--- config.mk ---
export PLATFORM = sky130hd
export DESIGN_NAME = object_directory_listing_parser_unit
export DESIGN_NICKNAME = d
export VERILOG_FILES = /design/src/rtl/odlp_pkg.sv /design/src/rtl/odlp_parser.sv /design/src/rtl/odlp_result_fifo.sv /design/src/rtl/object_directory_listing_parser_unit.sv
export SDC_FILE = /design/constraint.sdc
export NUM_CORES = 2
export LEC_CHECK = 0
export BUFFER_PORTS_ARGS = -buffer_cell sky130_fd_sc_hd__buf_2
export CAP_MARGIN = 25
export CORE_UTILIZATION = 61
export CTS_CLUSTER_SIZE = 40
export DETAILED_ROUTE_END_ITERATION = 10
export PLACE_DENSITY = 0.88
export SYNTH_ARGS = -nofsm -noshare
export SYNTH_HDL_FRONTEND = slang
export SYNTH_SLANG_ARGS = --single-unit
--- constraint.sdc ---
create_clock -name i_clk -period 6.1 [get_ports i_clk]
set_input_delay 0.61 -clock i_clk [delete_from_list [all_inputs] [get_ports i_clk]]
set_output_delay 0.61 -clock i_clk [all_outputs]
set_load 0.005 [all_outputs]
--- src/rtl/odlp_pkg.sv ---
`timescale 1ns / 1ps
// ----------------------------------------------------------------------------
// odlp_pkg
// Shared types, codes and helpers of the object directory listing parser:
// transaction structs, parse phase codes, result kinds and status codes.
// ----------------------------------------------------------------------------
package odlp_pkg;

    // Entry framing limits
    localparam logic [15:0] ENTRY_MIN_LEN = 16'd13;
    localparam logic [15:0] ENTRY_MAX_LEN = 16'd172;
    localparam logic [7:0]  NAME_MAX_LEN  = 8'd120;
    localparam logic [2:0]  ID_LEN        = 3'd6;
    localparam logic [2:0]  TYPE_LEN      = 3'd2;
    localparam logic [2:0]  SIZE_LEN      = 3'd4;
    localparam logic [2:0]  DATE_LEN      = 3'd7;

    // Parse phases
    localparam logic [3:0] PH_LEN_LO  = 4'd0;
    localparam logic [3:0] PH_LEN_HI  = 4'd1;
    localparam logic [3:0] PH_ID      = 4'd2;
    localparam logic [3:0] PH_NAMELEN = 4'd3;
    localparam logic [3:0] PH_NAME    = 4'd4;
    localparam logic [3:0] PH_FLAGS   = 4'd5;
    localparam logic [3:0] PH_TYPE    = 4'd6;
    localparam logic [3:0] PH_CUR     = 4'd7;
    localparam logic [3:0] PH_ALLOC   = 4'd8;
    localparam logic [3:0] PH_FIRST   = 4'd9;
    localparam logic [3:0] PH_LAST    = 4'd10;
    localparam logic [3:0] PH_PROPS   = 4'd11;
    localparam logic [3:0] PH_SKIP    = 4'd12;

    // Result kinds
    localparam logic [1:0] KIND_NAME   = 2'd0;
    localparam logic [1:0] KIND_RECORD = 2'd1;
    localparam logic [1:0] KIND_ERROR  = 2'd2;
    localparam logic [1:0] KIND_DONE   = 2'd3;

    // Status codes
    localparam logic [2:0] ST_OK       = 3'd0;
    localparam logic [2:0] ST_BAD_LEN  = 3'd1;
    localparam logic [2:0] ST_BAD_NAME = 3'd2;
    localparam logic [2:0] ST_OVERRUN  = 3'd3;
    localparam logic [2:0] ST_UUID128  = 3'd4;
    localparam logic [2:0] ST_TRUNC    = 3'd5;

    typedef struct packed {
        logic [7:0] data_byte;
        logic       last_byte;
    } t_in_item;

    typedef struct packed {
        logic [1:0]  kind;
        logic [7:0]  name_char;
        logic [47:0] object_id;
        logic [15:0] object_type;
        logic [31:0] used_size;
        logic        has_used_size;
        logic [31:0] capacity;
        logic        has_capacity;
        logic [31:0] object_properties;
        logic [6:0]  name_size;
        logic [2:0]  status;
    } t_out_item;

    // Pick the next optional field present after the given phase
    function automatic logic [3:0] next_optional(input logic [3:0] from,
                                                 input logic [7:0] flags);
        logic [3:0] res;
        logic       found;
        res   = PH_SKIP;
        found = 1'b0;
        for (int p = int'(PH_CUR); p <= int'(PH_PROPS); p++) begin
            if (!found && (4'(p) > from) && flags[p - int'(PH_TYPE)]) begin
                res   = 4'(p);
                found = 1'b1;
            end
        end
        return res;
    endfunction

    // Byte length of an optional field
    function automatic logic [2:0] field_len(input logic [3:0] ph);
        logic [2:0] len;
        if (ph == PH_TYPE) begin
            len = TYPE_LEN;
        end else if (ph == PH_FIRST || ph == PH_LAST) begin
            len = DATE_LEN;
        end else begin
            len = SIZE_LEN;
        end
        return len;
    endfunction

endpackage

--- src/rtl/odlp_parser.sv ---
`timescale 1ns / 1ps
// ----------------------------------------------------------------------------
// odlp_parser
// Parse state and the single-pass update for one listing byte. Produces up
// to two results per byte: a name byte, record or error first, then the
// done or truncation result of a marked last byte.
// ----------------------------------------------------------------------------
module odlp_parser (
    input  logic                i_clk,
    input  logic                i_rst_n,
    input  logic                i_fire,
    input  odlp_pkg::t_in_item  i_item,
    output logic [1:0]          o_res_cnt,
    output odlp_pkg::t_out_item o_res0,
    output odlp_pkg::t_out_item o_res1
);

    logic [3:0]  r_phase,      n_phase;
    logic [7:0]  r_ebc,        n_ebc;
    logic [2:0]  r_fbc,        n_fbc;
    logic [7:0]  r_esize,      n_esize;
    logic [7:0]  r_flags,      n_flags;
    logic [6:0]  r_name_rem,   n_name_rem;
    logic [6:0]  r_name_total, n_name_total;
    logic [47:0] r_id,         n_id;
    logic [15:0] r_type,       n_type;
    logic [31:0] r_cur,        n_cur;
    logic [31:0] r_alloc,      n_alloc;
    logic [31:0] r_props,      n_props;
    logic        r_halted,     n_halted;

    logic [7:0]          v_b;
    logic [15:0]         v_len;
    logic [2:0]          v_fbc_inc;
    logic [2:0]          v_err;
    logic                v_fin;
    logic                v_first_vld;
    logic                v_tail_vld;
    odlp_pkg::t_out_item v_first;
    odlp_pkg::t_out_item v_tail;

    // Compute next state and results for the byte in the input register
    always_comb begin
        n_phase      = r_phase;
        n_ebc        = r_ebc;
        n_fbc        = r_fbc;
        n_esize      = r_esize;
        n_flags      = r_flags;
        n_name_rem   = r_name_rem;
        n_name_total = r_name_total;
        n_id         = r_id;
        n_type       = r_type;
        n_cur        = r_cur;
        n_alloc      = r_alloc;
        n_props      = r_props;
        n_halted     = r_halted;
        v_b          = i_item.data_byte;
        v_len        = {v_b, r_esize};
        v_fbc_inc    = r_fbc + 3'd1;
        v_err        = odlp_pkg::ST_OK;
        v_fin        = 1'b0;
        v_first_vld  = 1'b0;
        v_tail_vld   = 1'b0;
        v_first      = '0;
        v_tail       = '0;

        if (i_fire) begin
            if (r_halted) begin
                // Drop bytes until the marked last byte rearms
                if (i_item.last_byte) begin
                    n_phase  = odlp_pkg::PH_LEN_LO;
                    n_ebc    = '0;
                    n_fbc    = '0;
                    n_halted = 1'b0;
                end
            end else begin
                if (r_phase >= odlp_pkg::PH_ID && r_phase <= odlp_pkg::PH_PROPS &&
                    r_ebc >= r_esize) begin
                    v_err = odlp_pkg::ST_OVERRUN;
                end else begin
                    unique case (r_phase) inside
                        odlp_pkg::PH_LEN_LO: begin
                            n_id         = '0;
                            n_type       = '0;
                            n_cur        = '1;
                            n_alloc      = '1;
                            n_props      = '0;
                            n_flags      = '0;
                            n_name_total = '0;
                            n_esize      = v_b;
                            n_ebc        = '0;
                            n_phase      = odlp_pkg::PH_LEN_HI;
                        end
                        odlp_pkg::PH_LEN_HI: begin
                            if (v_len < odlp_pkg::ENTRY_MIN_LEN ||
                                v_len > odlp_pkg::ENTRY_MAX_LEN) begin
                                v_err = odlp_pkg::ST_BAD_LEN;
                            end else begin
                                n_esize = v_len[7:0];
                                n_fbc   = '0;
                                n_phase = odlp_pkg::PH_ID;
                            end
                        end
                        odlp_pkg::PH_ID: begin
                            for (int k = 0; k < 6; k++) begin
                                if (r_fbc == 3'(k)) begin
                                    n_id[8*k +: 8] = r_id[8*k +: 8] | v_b;
                                end
                            end
                            n_fbc = v_fbc_inc;
                            if (v_fbc_inc >= odlp_pkg::ID_LEN) begin
                                n_phase = odlp_pkg::PH_NAMELEN;
                            end
                        end
                        odlp_pkg::PH_NAMELEN: begin
                            if (v_b < 8'd1 || v_b > odlp_pkg::NAME_MAX_LEN) begin
                                v_err = odlp_pkg::ST_BAD_NAME;
                            end else begin
                                n_name_rem   = v_b[6:0];
                                n_name_total = v_b[6:0];
                                n_phase      = odlp_pkg::PH_NAME;
                            end
                        end
                        odlp_pkg::PH_NAME: begin
                            v_first_vld         = 1'b1;
                            v_first.kind        = odlp_pkg::KIND_NAME;
                            v_first.name_char   = v_b;
                            n_name_rem          = r_name_rem - 7'd1;
                            if (n_name_rem == 7'd0) begin
                                n_phase = odlp_pkg::PH_FLAGS;
                            end
                        end
                        odlp_pkg::PH_FLAGS: begin
                            n_flags = v_b;
                            if (v_b[0]) begin
                                v_err = odlp_pkg::ST_UUID128;
                            end else begin
                                n_fbc   = '0;
                                n_phase = odlp_pkg::PH_TYPE;
                            end
                        end
                        [odlp_pkg::PH_TYPE:odlp_pkg::PH_PROPS]: begin
                            // Merge the byte into its field lane
                            if (r_phase == odlp_pkg::PH_TYPE) begin
                                for (int k = 0; k < 2; k++) begin
                                    if (r_fbc == 3'(k)) begin
                                        n_type[8*k +: 8] = r_type[8*k +: 8] | v_b;
                                    end
                                end
                            end else if (r_phase == odlp_pkg::PH_CUR) begin
                                if (r_fbc == 3'd0) begin
                                    n_cur = {24'd0, v_b};
                                end else begin
                                    for (int k = 1; k < 4; k++) begin
                                        if (r_fbc == 3'(k)) begin
                                            n_cur[8*k +: 8] = r_cur[8*k +: 8] | v_b;
                                        end
                                    end
                                end
                            end else if (r_phase == odlp_pkg::PH_ALLOC) begin
                                if (r_fbc == 3'd0) begin
                                    n_alloc = {24'd0, v_b};
                                end else begin
                                    for (int k = 1; k < 4; k++) begin
                                        if (r_fbc == 3'(k)) begin
                                            n_alloc[8*k +: 8] = r_alloc[8*k +: 8] | v_b;
                                        end
                                    end
                                end
                            end else if (r_phase == odlp_pkg::PH_PROPS) begin
                                for (int k = 0; k < 4; k++) begin
                                    if (r_fbc == 3'(k)) begin
                                        n_props[8*k +: 8] = r_props[8*k +: 8] | v_b;
                                    end
                                end
                            end
                            // Advance to the next field present
                            n_fbc = v_fbc_inc;
                            if (v_fbc_inc >= odlp_pkg::field_len(r_phase)) begin
                                n_fbc   = '0;
                                n_phase = odlp_pkg::next_optional(r_phase, r_flags);
                                if (n_phase == odlp_pkg::PH_SKIP) begin
                                    v_fin = 1'b1;
                                end
                            end
                        end
                        default: begin
                            // Skip trailing entry bytes
                        end
                    endcase
                end

                if (v_err == odlp_pkg::ST_OK) begin
                    n_ebc = n_ebc + 8'd1;
                end

                if (v_err != odlp_pkg::ST_OK) begin
                    // Report the error and halt, or rearm on the last byte
                    v_first_vld    = 1'b1;
                    v_first.kind   = odlp_pkg::KIND_ERROR;
                    v_first.status = v_err;
                    if (i_item.last_byte) begin
                        n_phase  = odlp_pkg::PH_LEN_LO;
                        n_ebc    = '0;
                        n_fbc    = '0;
                        n_halted = 1'b0;
                    end else begin
                        n_halted = 1'b1;
                    end
                end else begin
                    if (v_fin) begin
                        v_first_vld               = 1'b1;
                        v_first.kind              = odlp_pkg::KIND_RECORD;
                        v_first.object_id         = n_id;
                        v_first.object_type       = n_type;
                        v_first.used_size         = n_cur;
                        v_first.has_used_size     = n_flags[1];
                        v_first.capacity          = n_alloc;
                        v_first.has_capacity      = n_flags[2];
                        v_first.object_properties = n_props;
                        v_first.name_size         = n_name_total;
                    end
                    if (n_phase == odlp_pkg::PH_SKIP && n_ebc >= n_esize) begin
                        n_phase = odlp_pkg::PH_LEN_LO;
                    end
                    if (i_item.last_byte) begin
                        v_tail_vld = 1'b1;
                        if (n_phase == odlp_pkg::PH_LEN_LO ||
                            n_phase == odlp_pkg::PH_SKIP) begin
                            v_tail.kind = odlp_pkg::KIND_DONE;
                        end else begin
                            v_tail.kind   = odlp_pkg::KIND_ERROR;
                            v_tail.status = odlp_pkg::ST_TRUNC;
                        end
                        n_phase  = odlp_pkg::PH_LEN_LO;
                        n_ebc    = '0;
                        n_fbc    = '0;
                        n_halted = 1'b0;
                    end
                end
            end
        end
    end

    // Pack the results into the first free slots
    always_comb begin
        o_res_cnt = {1'b0, v_first_vld} + {1'b0, v_tail_vld};
        o_res0    = v_first_vld ? v_first : v_tail;
        o_res1    = v_tail;
    end

    // Hold parse state
    always_ff @(posedge i_clk) begin
        if (!i_rst_n) begin
            r_phase      <= odlp_pkg::PH_LEN_LO;
            r_ebc        <= '0;
            r_fbc        <= '0;
            r_esize      <= '0;
            r_flags      <= '0;
            r_name_rem   <= '0;
            r_name_total <= '0;
            r_id         <= '0;
            r_type       <= '0;
            r_cur        <= '1;
            r_alloc      <= '1;
            r_props      <= '0;
            r_halted     <= 1'b0;
        end else begin
            r_phase      <= n_phase;
            r_ebc        <= n_ebc;
            r_fbc        <= n_fbc;
            r_esize      <= n_esize;
            r_flags      <= n_flags;
            r_name_rem   <= n_name_rem;
            r_name_total <= n_name_total;
            r_id         <= n_id;
            r_type       <= n_type;
            r_cur        <= n_cur;
            r_alloc      <= n_alloc;
            r_props      <= n_props;
            r_halted     <= n_halted;
        end
    end

endmodule

--- src/rtl/odlp_result_fifo.sv ---
`timescale 1ns / 1ps
// ----------------------------------------------------------------------------
// odlp_result_fifo
// Result queue that takes up to two results per cycle and hands out one
// transaction per cycle on the output channel while it is not stalled.
// ----------------------------------------------------------------------------
module odlp_result_fifo #(
    parameter int DEPTH = 4
) (
    input  logic                i_clk,
    input  logic                i_rst_n,
    input  logic [1:0]          i_push_cnt,
    input  odlp_pkg::t_out_item i_push0,
    input  odlp_pkg::t_out_item i_push1,
    output logic                o_room,
    output logic                o_valid,
    output odlp_pkg::t_out_item o_data,
    input  logic                i_stall
);

    localparam int PW = (DEPTH > 1) ? $clog2(DEPTH) : 1;
    localparam int CW = $clog2(DEPTH + 1);
    localparam logic [PW-1:0] PTR_LAST   = PW'(DEPTH - 1);
    localparam logic [CW-1:0] ROOM_LIMIT = CW'(DEPTH - 2);

    odlp_pkg::t_out_item r_mem [DEPTH];
    logic [PW-1:0] r_wr, n_wr;
    logic [PW-1:0] r_rd, n_rd;
    logic [CW-1:0] r_count, n_count;
    logic [PW-1:0] v_wr1;
    logic [PW-1:0] v_wr2;
    logic          v_pop;

    // Advance pointers and occupancy
    always_comb begin
        v_wr1   = (r_wr == PTR_LAST) ? '0 : r_wr + PW'(1);
        v_wr2   = (v_wr1 == PTR_LAST) ? '0 : v_wr1 + PW'(1);
        v_pop   = o_valid && !i_stall;
        n_rd    = v_pop ? ((r_rd == PTR_LAST) ? '0 : r_rd + PW'(1)) : r_rd;
        n_wr    = (i_push_cnt == 2'd2) ? v_wr2 : ((i_push_cnt == 2'd1) ? v_wr1 : r_wr);
        n_count = r_count + CW'(i_push_cnt) - CW'(v_pop);
    end

    assign o_room  = (r_count <= ROOM_LIMIT);
    assign o_valid = (r_count != '0);
    assign o_data  = r_mem[r_rd];

    // Write incoming results
    always_ff @(posedge i_clk) begin
        if (i_push_cnt != 2'd0) begin
            r_mem[r_wr] <= i_push0;
        end
        if (i_push_cnt == 2'd2) begin
            r_mem[v_wr1] <= i_push1;
        end
    end

    // Hold queue control
    always_ff @(posedge i_clk) begin
        if (!i_rst_n) begin
            r_wr    <= '0;
            r_rd    <= '0;
            r_count <= '0;
        end else begin
            r_wr    <= n_wr;
            r_rd    <= n_rd;
            r_count <= n_count;
        end
    end

endmodule

--- src/rtl/object_directory_listing_parser_unit.sv ---
`timescale 1ns / 1ps
// ----------------------------------------------------------------------------
// object_directory_listing_parser_unit
// Byte-serial parser for an object directory listing: emits name bytes,
// one record per entry, errors and a done result on the last byte.
// ----------------------------------------------------------------------------
// The unit takes one listing byte per cycle unless the input stalls. A byte
// is captured in an input register and parsed there; its results (none, one,
// or two when a name byte or record is followed by the truncation error or
// done result of the marked last byte) go into a QUEUE_DEPTH-entry result
// queue, from which they leave in order. The output channel moves one result
// transaction per cycle while it is not stalled, so a byte with two results
// costs two output transactions; the input stalls only while the queue holds
// more than QUEUE_DEPTH-2 results. After an error the unit drops bytes
// silently until the marked last byte, which rearms it for a new listing.
module object_directory_listing_parser_unit #(
    parameter int QUEUE_DEPTH = 4
) (
    input  logic                i_clk,
    input  logic                i_rst_n,
    input  logic                i_in_valid,
    output logic                o_in_stall,
    input  odlp_pkg::t_in_item  i_in_data,
    output logic                o_out_valid,
    input  logic                i_out_stall,
    output odlp_pkg::t_out_item o_out_data
);

    logic               r_in_valid;
    odlp_pkg::t_in_item r_in;
    logic               v_room;
    logic               v_fire;
    logic               v_accept;
    logic [1:0]         v_res_cnt;
    odlp_pkg::t_out_item v_res0;
    odlp_pkg::t_out_item v_res1;

    assign v_fire     = r_in_valid && v_room;
    assign o_in_stall = r_in_valid && !v_room;
    assign v_accept   = i_in_valid && !o_in_stall;

    // Capture the incoming transaction
    always_ff @(posedge i_clk) begin
        if (!i_rst_n) begin
            r_in_valid <= 1'b0;
        end else if (v_accept) begin
            r_in_valid <= 1'b1;
        end else if (v_fire) begin
            r_in_valid <= 1'b0;
        end
    end

    always_ff @(posedge i_clk) begin
        if (v_accept) begin
            r_in <= i_in_data;
        end
    end

    odlp_parser u_parser (
        .i_clk     (i_clk),
        .i_rst_n   (i_rst_n),
        .i_fire    (v_fire),
        .i_item    (r_in),
        .o_res_cnt (v_res_cnt),
        .o_res0    (v_res0),
        .o_res1    (v_res1)
    );

    odlp_result_fifo #(
        .DEPTH (QUEUE_DEPTH)
    ) u_result_fifo (
        .i_clk      (i_clk),
        .i_rst_n    (i_rst_n),
        .i_push_cnt (v_res_cnt),
        .i_push0    (v_res0),
        .i_push1    (v_res1),
        .o_room     (v_room),
        .o_valid    (o_out_valid),
        .o_data     (o_out_data),
        .i_stall    (i_out_stall)
    );

endmodule

==> run_results.csv <==
group,metric,value,unit
layout,utilization,69.3,%
critical_path,worstSetupPathType,"register to register",
timing,tns,0,ps
die,chipWidth,252,um
routing,post_drt_wl_per_cell,24.7,um
power,leakage,16.0,nW
power,powerDensity,315,nW/um^2
die,num_rows,91,
yosys,synthArstFlopShare,0,%
routing,routed_wl,116,mm
timing,clock_skew,33.7,ps
clocking,worstSkewPairLatency,670,ps
status,status,"finished, final reports clean",
critical_path,crit_path_end_kind,"register",
power,sw_frac_of_total,25.9,%
placement,dp_slack,1120,ps
layout,nets,3834,
power,power,0.0135,W
critical_path,cp_max_fo,53,
clocking,cts_root_buffer,"clkbuf_16",
critical_path,cp.required,6680,ps
yosys,synthesis.area,38200,um^2
yosys,yosysWarnings,0,
critical_path,cp_slowest_cell,"dfxtp_1",
timing,min_period,5140,ps
power,internal_power,0.0100,W
routing,drtIter0Drc,4587,
placement,place.gp.congestion,0.988,
layout,final_common_cell,"dfxtp_1",
yosys,synth_top_family_by_area,"compound AO/OA/AOI/OAI gates",
placement,placedInstanceArea,39700,um^2
critical_path,worstSetupEndpoint,"u_result_fifo.r_mem[2][29]$_SDFFE_PP0P_",
timing,rsz0062_at_grt,"false",
timing,hold_viol,0,
power,p_clk_share,43.0,%
yosys,synth_mux_area_share,10.9,%
die,pin_count,197,
yosys,synth_flop_cell,"dfxtp_1",
placement,dp_hpwl,66.7,mm
layout,drive_gt1_share,16.6,%
yosys,synth_compound_area_share,22.6,%
placement,portBuffers,196,
routing,drtPass1Iterations,6,
die,fp.dieArea,63600,um^2
yosys,ys_types,79,
timing,relSlewSlack,30.9,%
power,peakVddDrop,272,uV
timing,finalMaxSlewViolations,0,
global_routing,grt_first_pass_wirelength,178,mm
timing,tightestPinTransition,1040,ps
critical_path,cp-startpoint,"u_parser.r_phase[3]$_SDFFE_PN0P_",
layout,final_cell_mix,"dfxtp_1 (923), a22o_1 (474), o21ai_0 (431), nand2_1 (411), nor2_1 (319)",
global_routing,antenna_found_initial,5,
yosys,yosysSeqAreaShare,50.4,%
timing,worst_slack,962,ps
yosys,syn_nets,3815,
clocking,cts.sinks,950,
timing,finalCritPeriodShare,84.2,%
clocking,cts_hold_buf,0,
yosys,synthAdderAreaFrac,1.42,%
worst_hold_path,hp-class,"input port to register",
clocking,path_clk_slew,70,ps
critical_path,rr_endpoint,"u_result_fifo.r_mem[2][29]$_SDFFE_PP0P_",
clocking,cts_setup_buffers,0,
clocking,cts_tree,"done",
layout,design_area,42900,um^2
routing,vias,32200,
yosys,syn_inst,3760,
layout,synthToLayoutAreaGrowth,12.2,%
critical_path,rr_worst_depth,17,
clocking,cts_inserted_buffers,91,
global_routing,grt_use_total,35.6,%
die,core,61800,um^2
power,seqPwrFrac,47.2,%
routing,vias_per_cell,6.86,
yosys,synth-edff-count,25,
yosys,synth-seq-cells,950,
global_routing,grt_max_degree,105,
global_routing,grt_overflow,0,
critical_path,worstSetupStartpointType,"register",
yosys,synth-simple-area-share,10.6,%
critical_path,reg2reg_setup_slack,960,ps
yosys,synth.avg_cell_area,10.2,um^2
power,switching_power,0.00349,W
die,die_h,252,um
critical_path,max_stage_delay,840,ps
routing,ant_nets,0,
timing,fmax,0.195,GHz
critical_path,reg2reg_from,"u_parser.r_phase[3]$_SDFFE_PN0P_",
critical_path,crit_path_cell_trace,"nand2b_1 -> nor2_1 -> nor2_1 -> ha_1 -> a21oi_1 -> o21ai_0 -> o2111ai_1 -> nor2_1 -> o21ai_0 -> a21oi_1 -> ha_1 -> and2_1 -> nor2_4 -> buf_4 -> buf_4 -> nand2_1 -> o21ai_0",
die,start_util,61.8,%
clocking,cts_resized,0,
clocking,clockBufferDepth,3,
clocking,htreeDepth,3,
run,drv_cap,0,
critical_path,arrival,5720,ps
timing,setup_viol,0,
power,p_comb_share,9.8,%
yosys,synthXorXnorAreaFrac,0.321,%
routing,route.detailed.drc,0,
global_routing,grt_pass1_vias,31000,
state kept, by name, indices dropped and copies added (netlist names), 9 cells and up, named ones only:
signal	cells
r_in	9
u_parser.r_alloc	32
u_parser.r_cur	32
u_parser.r_id	48
u_parser.r_props	32
u_parser.r_type	16
u_result_fifo.r_mem	728
worst max-delay path: cells and delay by family (launching register included):
kind                       cells  cell delay, ps
adders and majority gates      2             670
buffers and inverters          2            1140
and+or+nand+nor                7            1160
DFF                            1             840
AOI/OAI and AO/OA              6            1220
stage by stage:
step / hold WS [ps] / instances
floorplan: 420 / 3760
global placement: 428 / 4522
detailed placement: 437 / 4523
CTS: 115 / 4691
global route: 136 / 4691
finish: 133 / 4693
cells by family (layout without fill, tap and decap cells):
group,Yosys count,in the layout
compound gates,1254,1254
xor+xnor,14,14
fa+ha+maj,43,43
buf+inv,371,465
flops,950,950
mux,187,187
other cells,0,2
simple gates,941,941
power by group through the flow:
stage                     Sequential [W]  Combinational, W  Clock (W)
after floorplan                  0.00644          0.000934          0
after global placement           0.00651           0.00126          0
after detailed placement         0.00651           0.00127          0
after CTS                        0.00637           0.00129    0.00579
after global routing             0.00638           0.00139    0.00607
final                            0.00637           0.00132    0.00580
cell usage after synthesis (4+ instances only):
cell / count / area (um^2)
dfxtp_1: 925 / 18500
a22o_1: 474 / 4150
o21ai_0: 431 / 2160
nand2_1: 418 / 1570
nor2_1: 326 / 1220
clkbuf_1: 281 / 1050
mux4_2: 182 / 4100
a21oi_1: 138 / 691
nor2b_1: 72 / 450
a22oi_1: 43 / 323
ha_1: 41 / 513
inv_1: 36 / 135
a31oi_1: 30 / 188
a32oi_1: 30 / 263
buf_1: 30 / 113
edfxtp_1: 25 / 751
and2_1: 24 / 150
buf_2: 22 / 110
o22ai_1: 21 / 131
nand3_1: 18 / 90.1
nor3_1: 17 / 85.1
nand2b_1: 14 / 87.6
o21ai_1: 13 / 65.1
and3_1: 12 / 75.1
o211a_1: 10 / 100
a21boi_0: 8 / 60.1
xor2_1: 8 / 70.1
a211oi_1: 7 / 52.6
o211ai_1: 6 / 45.0
or3_1: 6 / 37.5
xnor2_1: 6 / 52.6
a21o_1: 5 / 37.5
and4_1: 5 / 43.8
o21a_1: 5 / 37.5
nor3_2: 4 / 40.0
o21bai_1: 4 / 30.0
routing by layer:
layer	GRT usage, %	wire length [um]	vias up
li1	-	-	13800
met1	46.2	43500	15700
met2	54.0	52600	2200
met3	8.63	12900	424
met4	21.4	6750	12
met5	0	74	-
worst min-delay path by stage:
stage	endpoint	slack, ps	cells past startpoint	from
after floorplan	u_result_fifo.r_mem[1][116]$_SDFFE_PP0P_	420	2	u_result_fifo.r_mem[1][116]$_SDFFE_PP0P_
after global placement	u_result_fifo.r_mem[1][144]$_SDFFE_PP0P_	430	2	u_result_fifo.r_mem[1][144]$_SDFFE_PP0P_
after detailed placement	u_result_fifo.r_mem[3][26]$_SDFFE_PP0P_	440	2	u_result_fifo.r_mem[3][26]$_SDFFE_PP0P_
after CTS	r_in[6]$_DFFE_PP_	110	1	i_in_data[6]
after global routing	r_in[5]$_DFFE_PP_	140	1	i_in_data[5]
final	r_in[6]$_DFFE_PP_	130	1	i_in_data[6]
area by class of cell:
type	count	area [um^2]
clock buffer	129	2650
antenna	2	5.00
tap	837	1050
sequential	950	19300
inverter	36	135
fill	4097	19000
multi-input combinational	2439	17600
timing repair buffer	261	1680
clock inverter	39	454
Power figures use the tool's default switching activity.
